[src/rtl/dop_pkg.sv]
// Shared types and constants for the DHCP option parser.
// No dependencies; used by the interfaces, the top level and the checker.
package dop_pkg;

    localparam int DATA_W  = 8;
    localparam int VALUE_W = 32;
    localparam int KIND_W  = 4;

    // option codes
    localparam logic [7:0] OPT_PAD      = 8'd0;
    localparam logic [7:0] OPT_MASK     = 8'd1;
    localparam logic [7:0] OPT_GATEWAY  = 8'd3;
    localparam logic [7:0] OPT_DNS      = 8'd6;
    localparam logic [7:0] OPT_HOSTNAME = 8'd12;
    localparam logic [7:0] OPT_DOMAIN   = 8'd15;
    localparam logic [7:0] OPT_LEASE    = 8'd51;
    localparam logic [7:0] OPT_MSG_TYPE = 8'd53;
    localparam logic [7:0] OPT_SERVER   = 8'd54;
    localparam logic [7:0] OPT_RENEWAL  = 8'd58;
    localparam logic [7:0] OPT_REBIND   = 8'd59;
    localparam logic [7:0] OPT_END      = 8'd255;

    localparam logic [VALUE_W-1:0] SECS_MAX      = 32'h0000_FFFF;
    localparam logic [VALUE_W-1:0] SECS_INFINITE = 32'hFFFF_FFFF;

    typedef enum logic [1:0] {
        PH_CODE  = 2'd0,
        PH_LEN   = 2'd1,
        PH_VALUE = 2'd2,
        PH_DRAIN = 2'd3
    } t_phase;

    typedef enum logic [KIND_W-1:0] {
        KIND_NONE     = 4'd0,
        KIND_MASK     = 4'd1,
        KIND_GATEWAY  = 4'd2,
        KIND_DNS      = 4'd3,
        KIND_HOST     = 4'd4,
        KIND_DOMAIN   = 4'd5,
        KIND_LEASE    = 4'd6,
        KIND_RENEWAL  = 4'd7,
        KIND_REBIND   = 4'd8,
        KIND_MSG_TYPE = 4'd9,
        KIND_SERVER   = 4'd10
    } t_kind;

    typedef struct packed {
        t_kind              kind;
        logic [VALUE_W-1:0] value;
        logic [7:0]         position;
        logic               infinite;
        logic               done_res;
        logic               saw_command;
    } t_record;

endpackage

[src/rtl/dop_if.sv]
// Valid/ready channel interfaces for option bytes in and records out.
// Depends on dop_pkg for field widths.
interface dop_byte_if;
    import dop_pkg::*;
    logic              valid;
    logic              ready;
    logic [DATA_W-1:0] data_byte;
    logic              last_byte;

    modport source (output valid, output data_byte, output last_byte, input ready);
    modport sink   (input valid, input data_byte, input last_byte, output ready);
endinterface

interface dop_rec_if;
    import dop_pkg::*;
    logic               valid;
    logic               ready;
    logic [KIND_W-1:0]  kind;
    logic [VALUE_W-1:0] value;
    logic [7:0]         position;
    logic               infinite;
    logic               done_res;
    logic               saw_command;

    modport source (output valid, output kind, output value, output position,
                    output infinite, output done_res, output saw_command, input ready);
    modport sink   (input valid, input kind, input value, input position,
                    input infinite, input done_res, input saw_command, output ready);
endinterface

[src/rtl/dhcp_option_parser.sv]
// DHCP option parser top level: byte-serial walker of a BOOTP/DHCP option area.
// Depends on dop_pkg and the channel interfaces in dop_if.sv.
//
// Feed the option area one byte per transfer, starting right after the magic
// cookie, and mark the final byte of the reply with last_byte. The block walks
// code/length/value records, skips pad bytes and stops at the end code. For each
// recognized option it emits one typed record: the subnet mask, every gateway or
// name server word (big-endian, indexed by position), every hostname or domain
// character, lease, renewal and rebind seconds (clamped to 65535; lease and
// renewal of all ones come back as infinite with value 0), the message type and
// a nonzero server id. Trailing partial words are dropped. The transfer that
// finishes parsing (end code or last byte) carries done_res and saw_command,
// merged with a record if that byte completes one. After an end code, bytes up
// to and including the last byte are swallowed without output. Throughput is
// one byte per clock: the whole per-byte update is one pass of logic from the
// parser state into the output record register, and a byte is taken whenever
// that register is empty or being drained in the same cycle, so a byte's record
// appears in the cycle after its transfer.
module dhcp_option_parser (
    input  logic      i_clk,
    input  logic      i_rst_n,
    dop_byte_if.sink  i_byte,
    dop_rec_if.source o_rec
);
    import dop_pkg::*;

    // parser state
    t_phase             r_phase,  n_phase;
    logic [7:0]         r_code,   n_code;
    logic [7:0]         r_len,    n_len;
    logic [7:0]         r_count,  n_count;
    logic [VALUE_W-1:0] r_acc,    n_acc;
    logic               r_cmd,    n_cmd;

    // output record register
    logic               r_out_valid;
    t_record            r_out, n_out;
    logic               have, done;

    logic               accept;
    logic [7:0]         b;
    logic               last;
    logic [7:0]         cnt_inc;
    logic [VALUE_W-1:0] acc_shift;
    logic [VALUE_W-1:0] acc_clamp;

    assign b         = i_byte.data_byte;
    assign last      = i_byte.last_byte;
    assign cnt_inc   = r_count + 8'd1;
    assign acc_shift = {r_acc[VALUE_W-9:0], b};
    assign acc_clamp = (acc_shift > SECS_MAX) ? SECS_MAX : acc_shift;

    // take a byte when the record register is free this cycle
    assign i_byte.ready = !r_out_valid || o_rec.ready;
    assign accept       = i_byte.valid && i_byte.ready;

    always_comb begin
        n_phase = r_phase;
        n_code  = r_code;
        n_len   = r_len;
        n_count = r_count;
        n_acc   = r_acc;
        n_cmd   = r_cmd;
        have    = 1'b0;
        done    = 1'b0;
        n_out   = '{kind: KIND_NONE, value: '0, position: '0,
                    infinite: 1'b0, done_res: 1'b0, saw_command: 1'b0};

        case (r_phase)
            PH_CODE: begin
                if (b == OPT_END) begin
                    done = 1'b1;
                end else if (b != OPT_PAD) begin
                    n_code  = b;
                    n_count = '0;
                    n_acc   = '0;
                    n_phase = PH_LEN;
                end
            end
            PH_LEN: begin
                n_len   = b;
                n_count = '0;
                n_acc   = '0;
                n_phase = (b == 8'd0) ? PH_CODE : PH_VALUE;
            end
            PH_VALUE: begin
                n_acc   = acc_shift;
                n_count = cnt_inc;
                case (r_code)
                    OPT_MASK: begin
                        if (cnt_inc == 8'd4 && r_len >= 8'd4) begin
                            have        = 1'b1;
                            n_out.kind  = KIND_MASK;
                            n_out.value = acc_shift;
                        end
                    end
                    OPT_GATEWAY, OPT_DNS: begin
                        if (cnt_inc[1:0] == 2'b00) begin
                            have           = 1'b1;
                            n_out.kind     = (r_code == OPT_GATEWAY) ? KIND_GATEWAY : KIND_DNS;
                            n_out.value    = acc_shift;
                            n_out.position = {2'b00, cnt_inc[7:2]} - 8'd1;
                        end
                    end
                    OPT_HOSTNAME, OPT_DOMAIN: begin
                        have           = 1'b1;
                        n_out.kind     = (r_code == OPT_HOSTNAME) ? KIND_HOST : KIND_DOMAIN;
                        n_out.value    = {{(VALUE_W-8){1'b0}}, b};
                        n_out.position = cnt_inc - 8'd1;
                    end
                    OPT_LEASE, OPT_RENEWAL: begin
                        if (cnt_inc == 8'd4 && r_len == 8'd4) begin
                            have       = 1'b1;
                            n_out.kind = (r_code == OPT_LEASE) ? KIND_LEASE : KIND_RENEWAL;
                            if (acc_shift == SECS_INFINITE) begin
                                n_out.infinite = 1'b1;
                            end else begin
                                n_out.value = acc_clamp;
                            end
                        end
                    end
                    OPT_REBIND: begin
                        if (cnt_inc == 8'd4 && r_len == 8'd4) begin
                            have        = 1'b1;
                            n_out.kind  = KIND_REBIND;
                            n_out.value = acc_clamp;
                        end
                    end
                    OPT_MSG_TYPE: begin
                        if (cnt_inc == 8'd1) begin
                            have        = 1'b1;
                            n_out.kind  = KIND_MSG_TYPE;
                            n_out.value = {{(VALUE_W-8){1'b0}}, b};
                            n_cmd       = 1'b1;
                        end
                    end
                    OPT_SERVER: begin
                        if (cnt_inc == 8'd4 && r_len == 8'd4 && acc_shift != '0) begin
                            have        = 1'b1;
                            n_out.kind  = KIND_SERVER;
                            n_out.value = acc_shift;
                        end
                    end
                    default: ;
                endcase
                if (cnt_inc >= r_len) begin
                    n_phase = PH_CODE;
                end
            end
            default: ;  // drain: swallow bytes until the last one
        endcase

        if (r_phase != PH_DRAIN && last) begin
            done = 1'b1;
        end
        n_out.done_res    = done;
        n_out.saw_command = done && n_cmd;

        // finish: back to reset on the last byte, else drain the rest
        if (r_phase == PH_DRAIN) begin
            if (last) begin
                n_phase = PH_CODE;
                n_code  = '0;
                n_len   = '0;
                n_count = '0;
                n_acc   = '0;
                n_cmd   = 1'b0;
            end
        end else if (done) begin
            if (last) begin
                n_phase = PH_CODE;
                n_code  = '0;
                n_len   = '0;
                n_count = '0;
                n_acc   = '0;
                n_cmd   = 1'b0;
            end else begin
                n_phase = PH_DRAIN;
            end
        end
    end

    always_ff @(posedge i_clk) begin
        if (!i_rst_n) begin
            r_phase     <= PH_CODE;
            r_code      <= '0;
            r_len       <= '0;
            r_count     <= '0;
            r_acc       <= '0;
            r_cmd       <= 1'b0;
            r_out_valid <= 1'b0;
        end else begin
            if (accept) begin
                r_phase     <= n_phase;
                r_code      <= n_code;
                r_len       <= n_len;
                r_count     <= n_count;
                r_acc       <= n_acc;
                r_cmd       <= n_cmd;
                r_out_valid <= have || done;
            end else if (o_rec.ready) begin
                r_out_valid <= 1'b0;
            end
        end
    end

    // payload register: load only with a record to show
    always_ff @(posedge i_clk) begin
        if (accept && (have || done)) begin
            r_out <= n_out;
        end
    end

    assign o_rec.valid       = r_out_valid;
    assign o_rec.kind        = r_out.kind;
    assign o_rec.value       = r_out.value;
    assign o_rec.position    = r_out.position;
    assign o_rec.infinite    = r_out.infinite;
    assign o_rec.done_res    = r_out.done_res;
    assign o_rec.saw_command = r_out.saw_command;

endmodule

[src/flat_wrapper.sv]
// flat-port wrapper written by rule: the top's interface ports become plain ports
module dhcp_option_parser_flat import dop_pkg::*;
  (i_clk, i_rst_n, i_byte_valid, i_byte_data_byte, i_byte_last_byte, i_byte_ready, o_rec_valid, o_rec_kind, o_rec_value, o_rec_position, o_rec_infinite, o_rec_done_res, o_rec_saw_command, o_rec_ready);
  dop_byte_if i_byte_i ();
  dop_rec_if o_rec_i ();
  input  logic i_clk;
  input  logic i_rst_n;
  input wire logic [$bits(i_byte_i.valid)-1:0] i_byte_valid;
  input wire logic [$bits(i_byte_i.data_byte)-1:0] i_byte_data_byte;
  input wire logic [$bits(i_byte_i.last_byte)-1:0] i_byte_last_byte;
  output wire logic [$bits(i_byte_i.ready)-1:0] i_byte_ready;
  output wire logic [$bits(o_rec_i.valid)-1:0] o_rec_valid;
  output wire logic [$bits(o_rec_i.kind)-1:0] o_rec_kind;
  output wire logic [$bits(o_rec_i.value)-1:0] o_rec_value;
  output wire logic [$bits(o_rec_i.position)-1:0] o_rec_position;
  output wire logic [$bits(o_rec_i.infinite)-1:0] o_rec_infinite;
  output wire logic [$bits(o_rec_i.done_res)-1:0] o_rec_done_res;
  output wire logic [$bits(o_rec_i.saw_command)-1:0] o_rec_saw_command;
  input wire logic [$bits(o_rec_i.ready)-1:0] o_rec_ready;
  assign i_byte_i.valid = i_byte_valid;
  assign i_byte_i.data_byte = i_byte_data_byte;
  assign i_byte_i.last_byte = i_byte_last_byte;
  assign i_byte_ready = i_byte_i.ready;
  assign o_rec_valid = o_rec_i.valid;
  assign o_rec_kind = o_rec_i.kind;
  assign o_rec_value = o_rec_i.value;
  assign o_rec_position = o_rec_i.position;
  assign o_rec_infinite = o_rec_i.infinite;
  assign o_rec_done_res = o_rec_i.done_res;
  assign o_rec_saw_command = o_rec_i.saw_command;
  assign o_rec_i.ready = o_rec_ready;
  dhcp_option_parser u_core (.i_clk(i_clk), .i_rst_n(i_rst_n), .i_byte(i_byte_i), .o_rec(o_rec_i));
endmodule
[config.mk]
export PLATFORM = sky130hd
export DESIGN_NAME = dhcp_option_parser_flat
export DESIGN_NICKNAME = d
export VERILOG_FILES = /design/src/rtl/dop_pkg.sv /design/src/rtl/dop_if.sv /design/src/rtl/dhcp_option_parser.sv /design/src/flat_wrapper.sv
export SDC_FILE = /design/constraint.sdc
export NUM_CORES = 1
export LEC_CHECK = 0
export BUFFER_PORTS_ARGS = -buffer_cell sky130_fd_sc_hd__buf_2
export CAP_MARGIN = 0
export CORE_ASPECT_RATIO = 1.2
export CORE_MARGIN = 10
export CORE_UTILIZATION = 58
export DETAILED_ROUTE_END_ITERATION = 12
export PLACE_DENSITY = 0.76
export SLEW_MARGIN = 10
export SYNTH_ARGS = -nofsm -noshare
export SYNTH_HDL_FRONTEND = slang
export SYNTH_SLANG_ARGS = --single-unit
[constraint.sdc]
create_clock -name i_clk -period 20.2 [get_ports i_clk]
set_input_delay 3.03 -clock i_clk [delete_from_list [all_inputs] [get_ports i_clk]]
set_output_delay 3.03 -clock i_clk [all_outputs]
set_load 0.05 [all_outputs]
==> summary.md, run 1 <==
| Metric | Value |
|---|---|
| Status | complete, no violations |
| Final hold violations | 0 |
| Clock buffer depth | 2 |
| Clk sinks | 99 |
| Syn. warnings | 0 |
| Hold WS | 0.491 ns |
| Tightest Pin Transition | 1.28 ns |
| Initial antenna violation count | 0 |
| F_max | 152 MHz |
| I/O pin count | 62 |
| Crit Path Class | input port to output port |
| Critical Path Fanout Max | 4 |
| Number of flops mapped to enable cells by yosys | 47 |
| Most common cell after layout, fill and taps aside | nor2_1 |
| Setup bufs post-CTS | 0 |
| Post-route insts no fill | 682 |
| Maximum number of pins on one net before global-route repair | 35 |
| Final worst path period share | 32.6% |
| P_int | 286 µW |
| Clock slew at reported path FFs | 0.10 ns |
| Clock insertion delay at the later pin of the skew report | 0.37 ns |
| #FFs+latches synth | 99 |
| Starting Density | 60.3% |
| TritonRoute pass-1 iters | 5 |
| Fin crit period | 6.59 ns |
| Hold Path Class | flop to flop |
| Post-Route WL | 12.5 mm |
| Sw Share | 28.4% |
| Worst path arrival time | 3.56 ns |
| Switch Pwr | 114 µW |
| Critical Path Sink Type | output port |
| Via density per instance | 5.99 |
| TritonCTS buffer count | 9 |
| IO buf count | 61 |
| First-pass GRT wire length | 20.5 mm |
| PD cells | 72.2 nW/µm² |
| Seq/Total Area, Yosys | 49.6% |
| Post-synth ARST share | 0% |
| Dpl cell area | 5330 µm² |
| Clock H-tree levels | 3 |
| Drt initial violations | 293 |
| Area leader, netlist | edfxtp_1 |
| Hold_buf cts | 0 |
| Final antenna-violating net count | 0 |
| Max_slew headroom | 14.6% |
| Mapped cell area | 4940 µm² |
| # rows | 36 |
| Max-cap viol count | 0 |
| Worst VDD drop | 0.0313 mV |
| Core area | 8200 µm² |
| Synth Flop Type | dfxtp_1 |
| Syn nets | 542 |
| DR DRC count | 0 |
| Place WS | 13.60 ns |
| Seq pwr share | 55.1% |
| Gr usage total | 19.8% |
| Ratio of cells with drive above 1 in the final layout | 16.0% |
| TritonCTS clock tree | done |
| Final Worst Setup Slack | 13.61 ns |
| Placed cells | 666 |
| Synth-to-layout area growth | 12.2% |
| Inserted Diodes | 0 |
| Clock power frac | 33.2% |
| Die footprint | 12600 µm² |
| Die width | 104 µm |
| Nets@finish | 590 |
| DP Wirelength | 9.09 mm |
| Clk_skew | 0.00963 ns |
| Leakage | 2.08 nW |
| Area contributors post-synth | edfxtp_1 (29%), dfxtp_1 (21%), nor2_1 (5.6%) |
| Logic pwr share | 11.6% |
| Finished Cell Area | 5540 µm² |
| Vias in the first global route | 4035 |
| Pins Over Slew Limit | 0 |
| Via count | 4087 |
| Distinct cells, synth | 54 |
| CTS resizes | 0 |
| Congestion Overflow GR | 0 |
| Synth top area share | 28.6% |
| Startpoint types | input port |
| Commonest cells after routing, fill and taps aside | nor2_1 (74), buf_2 (61), dfxtp_1 (52), edfxtp_1 (47), a22oi_1 (36) |
| Syn Area/Cell | 9.60 µm² |
| Fill count | 699 |
| Worst Path Required | 17.17 ns |
| RSZ-0062 raised after global routing | false |
| Cell count after synthesis | 515 |
| Endpoints failing setup | 0 |
| Root Buffer | clkbuf_8 |
| Setup_tns | 0 ns |
| Die height | 121 µm |
| GPL Wtd Cong | 0.933 |
| DR WL/cell | 18.3 µm |
metal layers:
metal / vias to the layer above / wire length, µm / share of wire, % / GRT usage [%]
met5: - / 0 / 0 / 0
met4: 0 / 469 / 3.8 / 9.23
met3: 29 / 619 / 5.0 / 4.99
met2: 127 / 6260 / 50 / 34.7
met1: 1947 / 5130 / 41 / 22.2
li1: 1984 / - / - / -
cell usage after synthesis, types with 12 or more instances:
master,instances
nor2_1,74
dfxtp_1,52
edfxtp_1,47
a22oi_1,36
a21oi_1,30
o21ai_0,29
clkbuf_1,27
inv_1,19
and2_1,18
nand2_1,18
mux2i_1,16
nor3_1,15
ha_1,14
nand4_1,13
nor4_1,13
xnor2_1,12
area by class of cell:
cell class / count / area [µm²] / area share [%]
clock inverters: 7 / 86.3 / 1.56
multi-input cells: 367 / 2320 / 41.9
well taps: 114 / 143 / 2.57
inverters: 21 / 78.8 / 1.42
repair buffers: 65 / 335 / 6.05
clock buffers: 9 / 124 / 2.23
flip-flops and latches: 99 / 2450 / 44.2
power by group through the flow:
stage                     Sequential [mW]  Clock [mW]  Combinational (mW)
after global routing                0.221       0.143              0.0496
after CTS                           0.221       0.135              0.0467
final                               0.221       0.133              0.0465
after global placement              0.225           0              0.0461
after floorplan                     0.241           0              0.0185
after detailed placement            0.225           0              0.0466
final timing paths:
check | start | slack (ns) | to | cells after the start
setup / recovery | o_rec_ready | 13.61 | i_byte_ready | 3
hold / removal | u_core.r_cmd | 0.49 | u_core.r_cmd | 2
setup reg to reg | u_core.r_count[0] | 15.67 | u_core.o_rec.position[5] | 12
hold reg to reg | u_core.r_cmd | 0.49 | u_core.r_cmd | 2
cells by family after synthesis:
family                     count (synthesis)  synth area share (%)
muxes                                     16                  3.24
xor gates and xnor gates                  21                  3.72
buffers and inverters                     49                  3.87
and+or+nand+nor                          190                  19.6
AOI/OAI and AO/OA                        125                  16.2
DFF                                       99                  49.6
adders and majority gates                 15                  3.75
metrics by stage:
stage / power [mW] / utilization (%)
6_report: 0.400 / 67.6
3_3_place_gp: 0.271 / 65.0
3_5_place_dp: 0.272 / 65.0
2_1_floorplan: 0.260 / -
5_1_grt: 0.414 / 67.6
4_1_cts: 0.402 / 67.6
flip-flops by register name, summed over array words and instances, names as in the netlist, 2 cells and up:
signal,count
u_core.o_rec.kind,4
u_core.r_acc,24
u_core.o_rec.position,8
u_core.o_rec.value,32
u_core.r_count,8
u_core.r_len,8
u_core.r_code,8
u_core.r_phase,2
worst max-delay path: stages:
cell	delay, ns
buf_2	0.07
nand2b_1	0.17
buf_2	0.29
No activity file was read; power rests on OpenSTA's default activity.
==> inputs of run 2 (changes only) <==
Clock period 20.2 ns to 6.3 ns, I/O delays scaled along.
==> run 2 against run 1 <==
  * Sequential power grew to 3.2 times the previous value
  * First-iteration DRC count is 39% higher
  * Flip-flop and latch count stayed put
  * Global-route usage is 0.94 points higher
  * Total power grew to 3.3 times the previous value
  * Final area is 0.52% higher
  * Die area stayed put
  * Critical path depth is 9 higher
  * Count of clock-buffer cells in the layout is 1 higher
  * Core utilization is 0.35 points higher
  * Cell count is 0.29% higher
  * Critical path type is now flop to flop
  * Critical endpoint is now u_core.o_rec.done_res
==> summary.md, run 2 (synthesis gave the netlist of run 1 again) <==
| Metric | Value |
|---|---|
| Status | complete, no violations |
| Worst path arrival time | 4.20 ns (+0.64 ns) |
| Inserted Diodes | 0 (unchanged) |
| Final design utilization | 68.0% (+0.35 points) |
| Via count | 4192 (+2.6%) |
| Setup_tns | 0 ns (unchanged) |
| Clock buffer depth | 2 (unchanged) |
| Core area | 8200 µm² (unchanged) |
| Initial antenna violation count | 0 (unchanged) |
| PD cells | 236 nW/µm² (+230%) |
| Clock insertion delay at the later pin of the skew report | 0.38 ns (about the same) |
| Fill count | 693 (-0.86%) |
| RSZ-0062 raised after global routing | false |
| Clock slew at reported path FFs | 0.10 ns (about the same) |
| Power, Total | 1.32 mW (+230%) |
| Crit Path Class | flop to flop |
| Final hold violations | 0 (unchanged) |
| Post-Route WL | 13.3 mm (+6.3%) |
| Largest register FFs | 32 (unchanged) |
| Drt initial violations | 407 (+39%) |
| Most common cell after layout, fill and taps aside | nor2_1 |
| Worst Path Required | 6.33 ns (-10.84 ns) |
| Vias in the first global route | 3986 (-1.2%) |
| DR WL/cell | 19.4 µm (+6.0%) |
| DP Wirelength | 9.69 mm (+6.6%) |
| Final worst path period share | 66.3% |
| Hold Path Class | flop to flop |
| Hold_buf cts | 0 (unchanged) |
| Starting Density | 60.3% (unchanged) |
| Critical Path Fanout Max | 39 (+35) |
| Pins Over Slew Limit | 0 (unchanged) |
| Die height | 121 µm (unchanged) |
| Root Buffer | clkbuf_8 |
| GPL Wtd Cong | 0.923 (-1.1%) |
| Startpoint types | flop |
| I/O pin count | 62 (unchanged) |
| Ratio of cells with drive above 1 in the final layout | 16.0% (-0.056 points) |
| Die footprint | 12600 µm² (unchanged) |
| Worst VDD drop | 0.115 mV (+270%) |
| Leakage | 2.10 nW (+0.80%) |
| Max-cap viol count | 0 (unchanged) |
| Congestion Overflow GR | 0 (unchanged) |
| # rows | 36 (unchanged) |
| Clk_skew | 0.00976 ns (+0.000125 ns) |
| DR DRC count | 0 (unchanged) |
| Tightest Pin Transition | 1.01 ns (-0.271 ns) |
| Clk sinks | 99 (unchanged) |
| F_max | 239 MHz |
| Commonest cells after routing, fill and taps aside | nor2_1 (74), buf_2 (61), dfxtp_1 (52), edfxtp_1 (47), a22oi_1 (36) |
| Fin crit period | 4.18 ns |
| TritonCTS buffer count | 9 (unchanged) |
| Endpoints failing setup | 0 (unchanged) |
| Clock H-tree levels | 3 (unchanged) |
| Final antenna-violating net count | 0 (unchanged) |
| Nets@finish | 592 (+0.34%) |
| IO buf count | 61 (unchanged) |
| Setup bufs post-CTS | 0 (unchanged) |
| CTS resizes | 0 (unchanged) |
| First-pass GRT wire length | 21.2 mm (+3.6%) |
| Synth-to-layout area growth | 12.8% |
| Gr usage total | 20.8% (+0.94 points) |
| Maximum number of pins on one net before global-route repair | 40 (+14%) |
| TritonCTS clock tree | done |
| Critical Path Sink Type | flop |
| Die width | 104 µm (unchanged) |
| TritonRoute pass-1 iters | 5 (unchanged) |
| Max_slew headroom | 32.3% (+18 points) |
| Hold WS | 0.482 ns (-0.00939 ns) |
| Via density per instance | 6.13 (+2.3%) |
[run 2: changes by cell type in the layout (fill, tap and decap cells not counted)]
| cell | before | now |
|---|---|---|
| clkbuf_16 | 0 | 1 |
| inv_4 | 1 | 0 |
| o21ai_2 | 2 | 0 |
| buf_4 | 4 | 6 |
| inv_6 | 1 | 0 |
| o21ai_1 | 2 | 4 |
| inv_8 | 0 | 1 |
[run 2: critical path, cell delays in order, from the launching register on]
cell and delay, ns:
dfxtp_1 0.58, ha_1 0.34, xnor2_1 0.17, inv_1 0.15, ha_1 0.20, nand2_1 0.06
nor4_1 0.36, and3_1 0.25, o2111ai_1 0.23, nand4_2 0.28, a31oi_1 0.12, o31ai_4 0.54
buf_4 0.52
[run 2: area by class of cell]
cell class | instances | area [µm²] | area share, %
multi-input combinational | 367 | 2320 | 41.6
timing repair buffer | 67 | 350 | 6.29
tap | 114 | 143 | 2.56
clock buffer | 10 | 149 | 2.67
clock inverter | 6 | 82.6 | 1.48
sequential | 99 | 2450 | 44.0
inverter | 21 | 78.8 | 1.41
[run 2: metal layers]
| metal | GRT usage (%) | up-vias | wire [µm] |
|---|---|---|---|
| li1 | - | 1988 | - |
| met1 | 24.0 | 2010 | 5180 |
| met2 | 36.1 | 165 | 6740 |
| met3 | 4.78 | 29 | 938 |
| met4 | 8.89 | 0 | 392 |
| met5 | 0 | - | 0 |
[run 2: through the flow]
stage                     cell area [µm²]  worst slack, ns  std cells
after CTS                            5570             2.14        684
final                                5570             2.12        684
after detailed placement             5340             2.16        668
after global routing                 5570             1.80        684
after global placement               5340             2.45        668
after floorplan                      4950             1.36        515
[run 2: where the power goes]
group / internal [mW] / leakage [nW] / switching (mW)
clock: 0.215 / 0.112 / 0.239
sequential: 0.693 / 0.885 / 0.0144
combinational: 0.0362 / 1.10 / 0.118
[run 2: path summary, 6_finish.rpt]
path	endpoint	startpoint	cells after the start	slack, ns
worst max-delay path	u_core.o_rec.done_res	u_core.r_count[0]	12	2.12
worst min-delay path	u_core.r_cmd	u_core.r_cmd	2	0.48
worst max register to register	u_core.o_rec.done_res	u_core.r_count[0]	12	2.12
worst min register to register	u_core.r_cmd	u_core.r_cmd	2	0.48
==> inputs of run 3 (changes only) <==
Settings changed: ABC_AREA from default to 1, CORE_UTILIZATION 58 to 53, PLACE_DENSITY 0.76 to 0.73.
Clock period 6.3 ns to 3.4 ns, I/O delays scaled along.
==> run 3 against run 2 <==
  * Global-route usage is 2.3 points lower
  * Sequential power is 82% higher
  * Worst setup slack worse by 1.8 ns
  * Clock skew is 0.0023 ns lower
  * Cell count is 19% higher
  * Combinational power is 49% higher
  * Die area is 12% higher
  * Non-clock buffer count is 3 lower
  * Wire length is 4.0% lower
  * Flip-flop and latch count stayed put
  * Core utilization is 6.3 points lower
  * Largest cell class unchanged
  * Highest routed layer unchanged
==> summary.md, run 3 <==
| Metric | Value |
|---|---|
| P_int | 1.89 mW (+100%) |
| Critical path cell sequence | ha_1 > nand2_2 > inv_1 > nor2_1 > inv_1 > ha_1 > nand2_1 > inv_1 > nand4_1 > nand2_1 > nor2_1 > nand2_1 > nand2_1 > nand2_1 > nand2_1 > clkinvlp_4 > buf_12 |
| Max-cap viol count | 0 (unchanged) |
| Initial antenna violation count | 0 (unchanged) |
| Die width | 110 µm (+5.5%) |
| Mapped cell area | 5160 µm² (+4.3%) |
| Maximum number of pins on one net before global-route repair | 37 (-7.5%) |
| Gr usage total | 18.4% (-2.3 points) |
| Worst VDD drop | 0.264 mV (+130%) |
| DR WL/cell | 15.6 µm (-19%) |
| Post-route insts no fill | 815 (+19%) |
| F_max | 325 MHz (+36%) |
| Congestion Overflow GR | 0 (unchanged) |
| Cell count after synthesis | 628 (+22%) |
| Final hold violations | 0 (unchanged) |
| Root Buffer | clkbuf_16 |
| Cell with the most instances after synthesis | nand2_1 |
| Clk sinks | 99 (unchanged) |
| Status | complete, no violations |
| Vias in the first global route | 4246 (+6.5%) |
| Inserted Diodes | 0 (unchanged) |
| Final antenna-violating net count | 0 (unchanged) |
| Placed cells | 799 (+20%) |
| Clk_skew | 0.00746 ns (-0.00230 ns) |
| Post-Route WL | 12.7 mm (-4.0%) |
| GPL Wtd Cong | 0.951 (+3.0%) |
| Fill count | 834 (+20%) |
| Most common cell after layout, fill and taps aside | nand2_1 |
| Slowest stage cell, crit path | dfxtp_1 |
| Switch Pwr | 653 µW (+76%) |
| Clock power frac | 40.3% (+5.8 points) |
| TritonCTS buffer count | 9 (unchanged) |
| Distinct cells, synth | 38 (-30%) |
| First-pass GRT wire length | 20.7 mm (-2.4%) |
| # rows | 39 (+8.3%) |
| Hold Path Class | input port to flop |
| Fin crit period | 3.08 ns (-1.10 ns) |
| Core area | 9520 µm² (+16%) |
| IO buf count | 61 (unchanged) |
| Number of flops mapped to enable cells by yosys | 47 (unchanged) |
| RSZ-0062 raised after global routing | false |
| Most frequent cells after synthesis | nand2_1 (142), inv_1 (78), a21oi_1 (73) |
| Die height | 128 µm (+5.7%) |
| Seq pwr share | 50.7% (-3.1 points) |
| Final design utilization | 61.7% (-6.3 points) |
| Via density per instance | 5.44 (-11%) |
| Area contributors post-synth | edfxtp_1 (27%), dfxtp_1 (20%), nand2_1 (10%) |
| Clock H-tree levels | 3 (unchanged) |
| Via count | 4430 (+5.7%) |
| Clock buffer depth | 2 (unchanged) |
| Delay-heaviest family, CP | simple AND/OR/NAND/NOR gates |
| Syn Area/Cell | 8.21 µm² (-14%) |
| Hold WS | 0.449 ns (-0.0330 ns) |
| Clock slew at reported path FFs | 0.07 ns (-0.03 ns) |
| TritonCTS clock tree | done |
| Worst path arrival time | 3.17 ns (-1.03 ns) |
| Post-synth ARST share | 0% (unchanged) |
| Tightest Pin Transition | 1.01 ns (-0.00188 ns) |
| Pins Over Slew Limit | 0 (unchanged) |
| Synth top area share | 27.4% (-1.2 points) |
| I/O pin count | 62 (unchanged) |
| Worst Path Required | 3.49 ns (-2.84 ns) |
| Setup bufs post-CTS | 0 (unchanged) |
| Clock insertion delay at the later pin of the skew report | 0.35 ns (-0.03 ns) |
| Crit Path Class | flop to flop |
| Most frequent CP cell | nand2_1 |
| Logic pwr share | 9.0% (-2.7 points) |
| Ratio of cells with drive above 1 in the final layout | 18.9% (+3.0 points) |
| Startpoint types | flop |
| Starting Density | 54.2% (-6.1 points) |
| Syn. warnings | 0 (unchanged) |
| #FFs+latches synth | 99 (unchanged) |
| Synth Flop Type | dfxtp_1 |
| Largest register FFs | 32 (unchanged) |
| Crit-path max cell delay | 0.39 ns (-0.19 ns) |
| Endpoints failing setup | 0 (unchanged) |
| PD cells | 434 nW/µm² (+84%) |
| Crit path buf inv count | 5 (+3) |
| Critical Path Fanout Max | 36 (-7.7%) |
| TritonRoute pass-1 iters | 5 (unchanged) |
| Syn nets | 655 (+21%) |
| Max_slew headroom | 32.4% (+0.13 points) |
| Die footprint | 14100 µm² (+12%) |
| Leakage | 2.27 nW (+7.9%) |
| Seq/Total Area, Yosys | 47.6% (-2.1 points) |
| Reg-to-reg setup timing slack | 0.32 ns (-1.80 ns) |
| Sw Share | 25.6% (-2.6 points) |
| Final worst path period share | 90.5% (+24 points) |
| DR DRC count | 0 (unchanged) |
| Synth-to-layout area growth | 13.9% |
| Area leader, netlist | edfxtp_1 |
| Setup_tns | 0 ns (unchanged) |
| Drt initial violations | 354 (-13%) |
| DP Wirelength | 9.76 mm (+0.70%) |
| Commonest cells after routing, fill and taps aside | nand2_1 (142), inv_1 (77), a21oi_1 (73), buf_2 (61), nor2_1 (58) |
| Nets@finish | 714 (+21%) |
| Critical Path Sink Type | flop |
==> run 3: changes by cell type in the layout (fill, tap and decap cells not counted), sizes merged, moves of 16 or more <==
cell   before  now
a21oi      30   73
a22oi      36    0
and2       18    1
inv        20   83
mux2i      16    0
nand2      18  154
==> run 3: cell families after synthesis <==
group | share of synthesized area [%]
flip-flops | 47.6
adder cells (fa/ha/maj) | 3.40
AND/OR/NAND/NOR | 28.7
XOR/XNOR | 0.340
buffers and inverters | 7.84
AO/OA/AOI/OAI | 12.2
==> run 3: cell type report <==
cell class	count	area [µm²]	area share, %
Multi-Input combinational cell	429	2300	39.2
Clock buffer	11	264	4.50
Inverter	84	322	5.48
Tap cell	123	154	2.62
Sequential cell	99	2450	41.8
Timing Repair Buffer	64	340	5.79
Clock inverter	5	41.3	0.703
==> run 3: per-layer routing <==
| layer | global-route usage (%) | routed length, µm | vias up |
|---|---|---|---|
| met5 | 0 | 0 | - |
| met4 | 7.06 | 219 | 0 |
| met3 | 3.37 | 781 | 18 |
| met2 | 33.5 | 6850 | 151 |
| met1 | 20.5 | 4870 | 2075 |
| li1 | - | - | 2186 |
==> run 3: path summary, 6_finish.rpt <==
path                           from                    end  depth (start not counted)
hold / removal              i_rst_n           u_core.r_cmd                          3
setup reg to reg  u_core.r_count[0]  u_core.o_rec.value[2]                         17
hold reg to reg    u_core.r_code[7]       u_core.r_code[7]                          2
setup / recovery  u_core.r_count[0]  u_core.o_rec.value[2]                         17
==> run 3: timing repair <==
item / in CTS / in global routing
resized for setup: 0 / 1
hold buffers: 0 / 0
endpoints found under the hold margin: 0 / 0
setup endpoints to repair: 0 / 36
==> run 3: through the flow <==
| step | setup WS [ns] | total power [mW] | cell area [µm²] |
|---|---|---|---|
| floorplan | 0.198 | 1.48 | 5160 |
| global placement | 0.396 | 1.54 | 5560 |
| detailed placement | 0.212 | 1.55 | 5560 |
| CTS | 0.183 | 2.56 | 5870 |
| global route | 0.0411 | 2.63 | 5870 |
| finish | 0.323 | 2.55 | 5870 |
==> run 3: worst min-delay path, cell delays in order <==
cell	delay (ns)
buf_2	0.11
nand2_1	0.08
a211oi_1	0.05
==> run 3: power by group through the flow <==
stage          Sequential, mW  Combinational, mW  Clock (mW)
2_1_floorplan            1.39             0.0891           0
3_3_place_gp             1.32              0.226           0
3_5_place_dp             1.32              0.230           0
4_1_cts                  1.29              0.231        1.04
5_1_grt                  1.29              0.249        1.08
6_report                 1.29              0.230        1.03
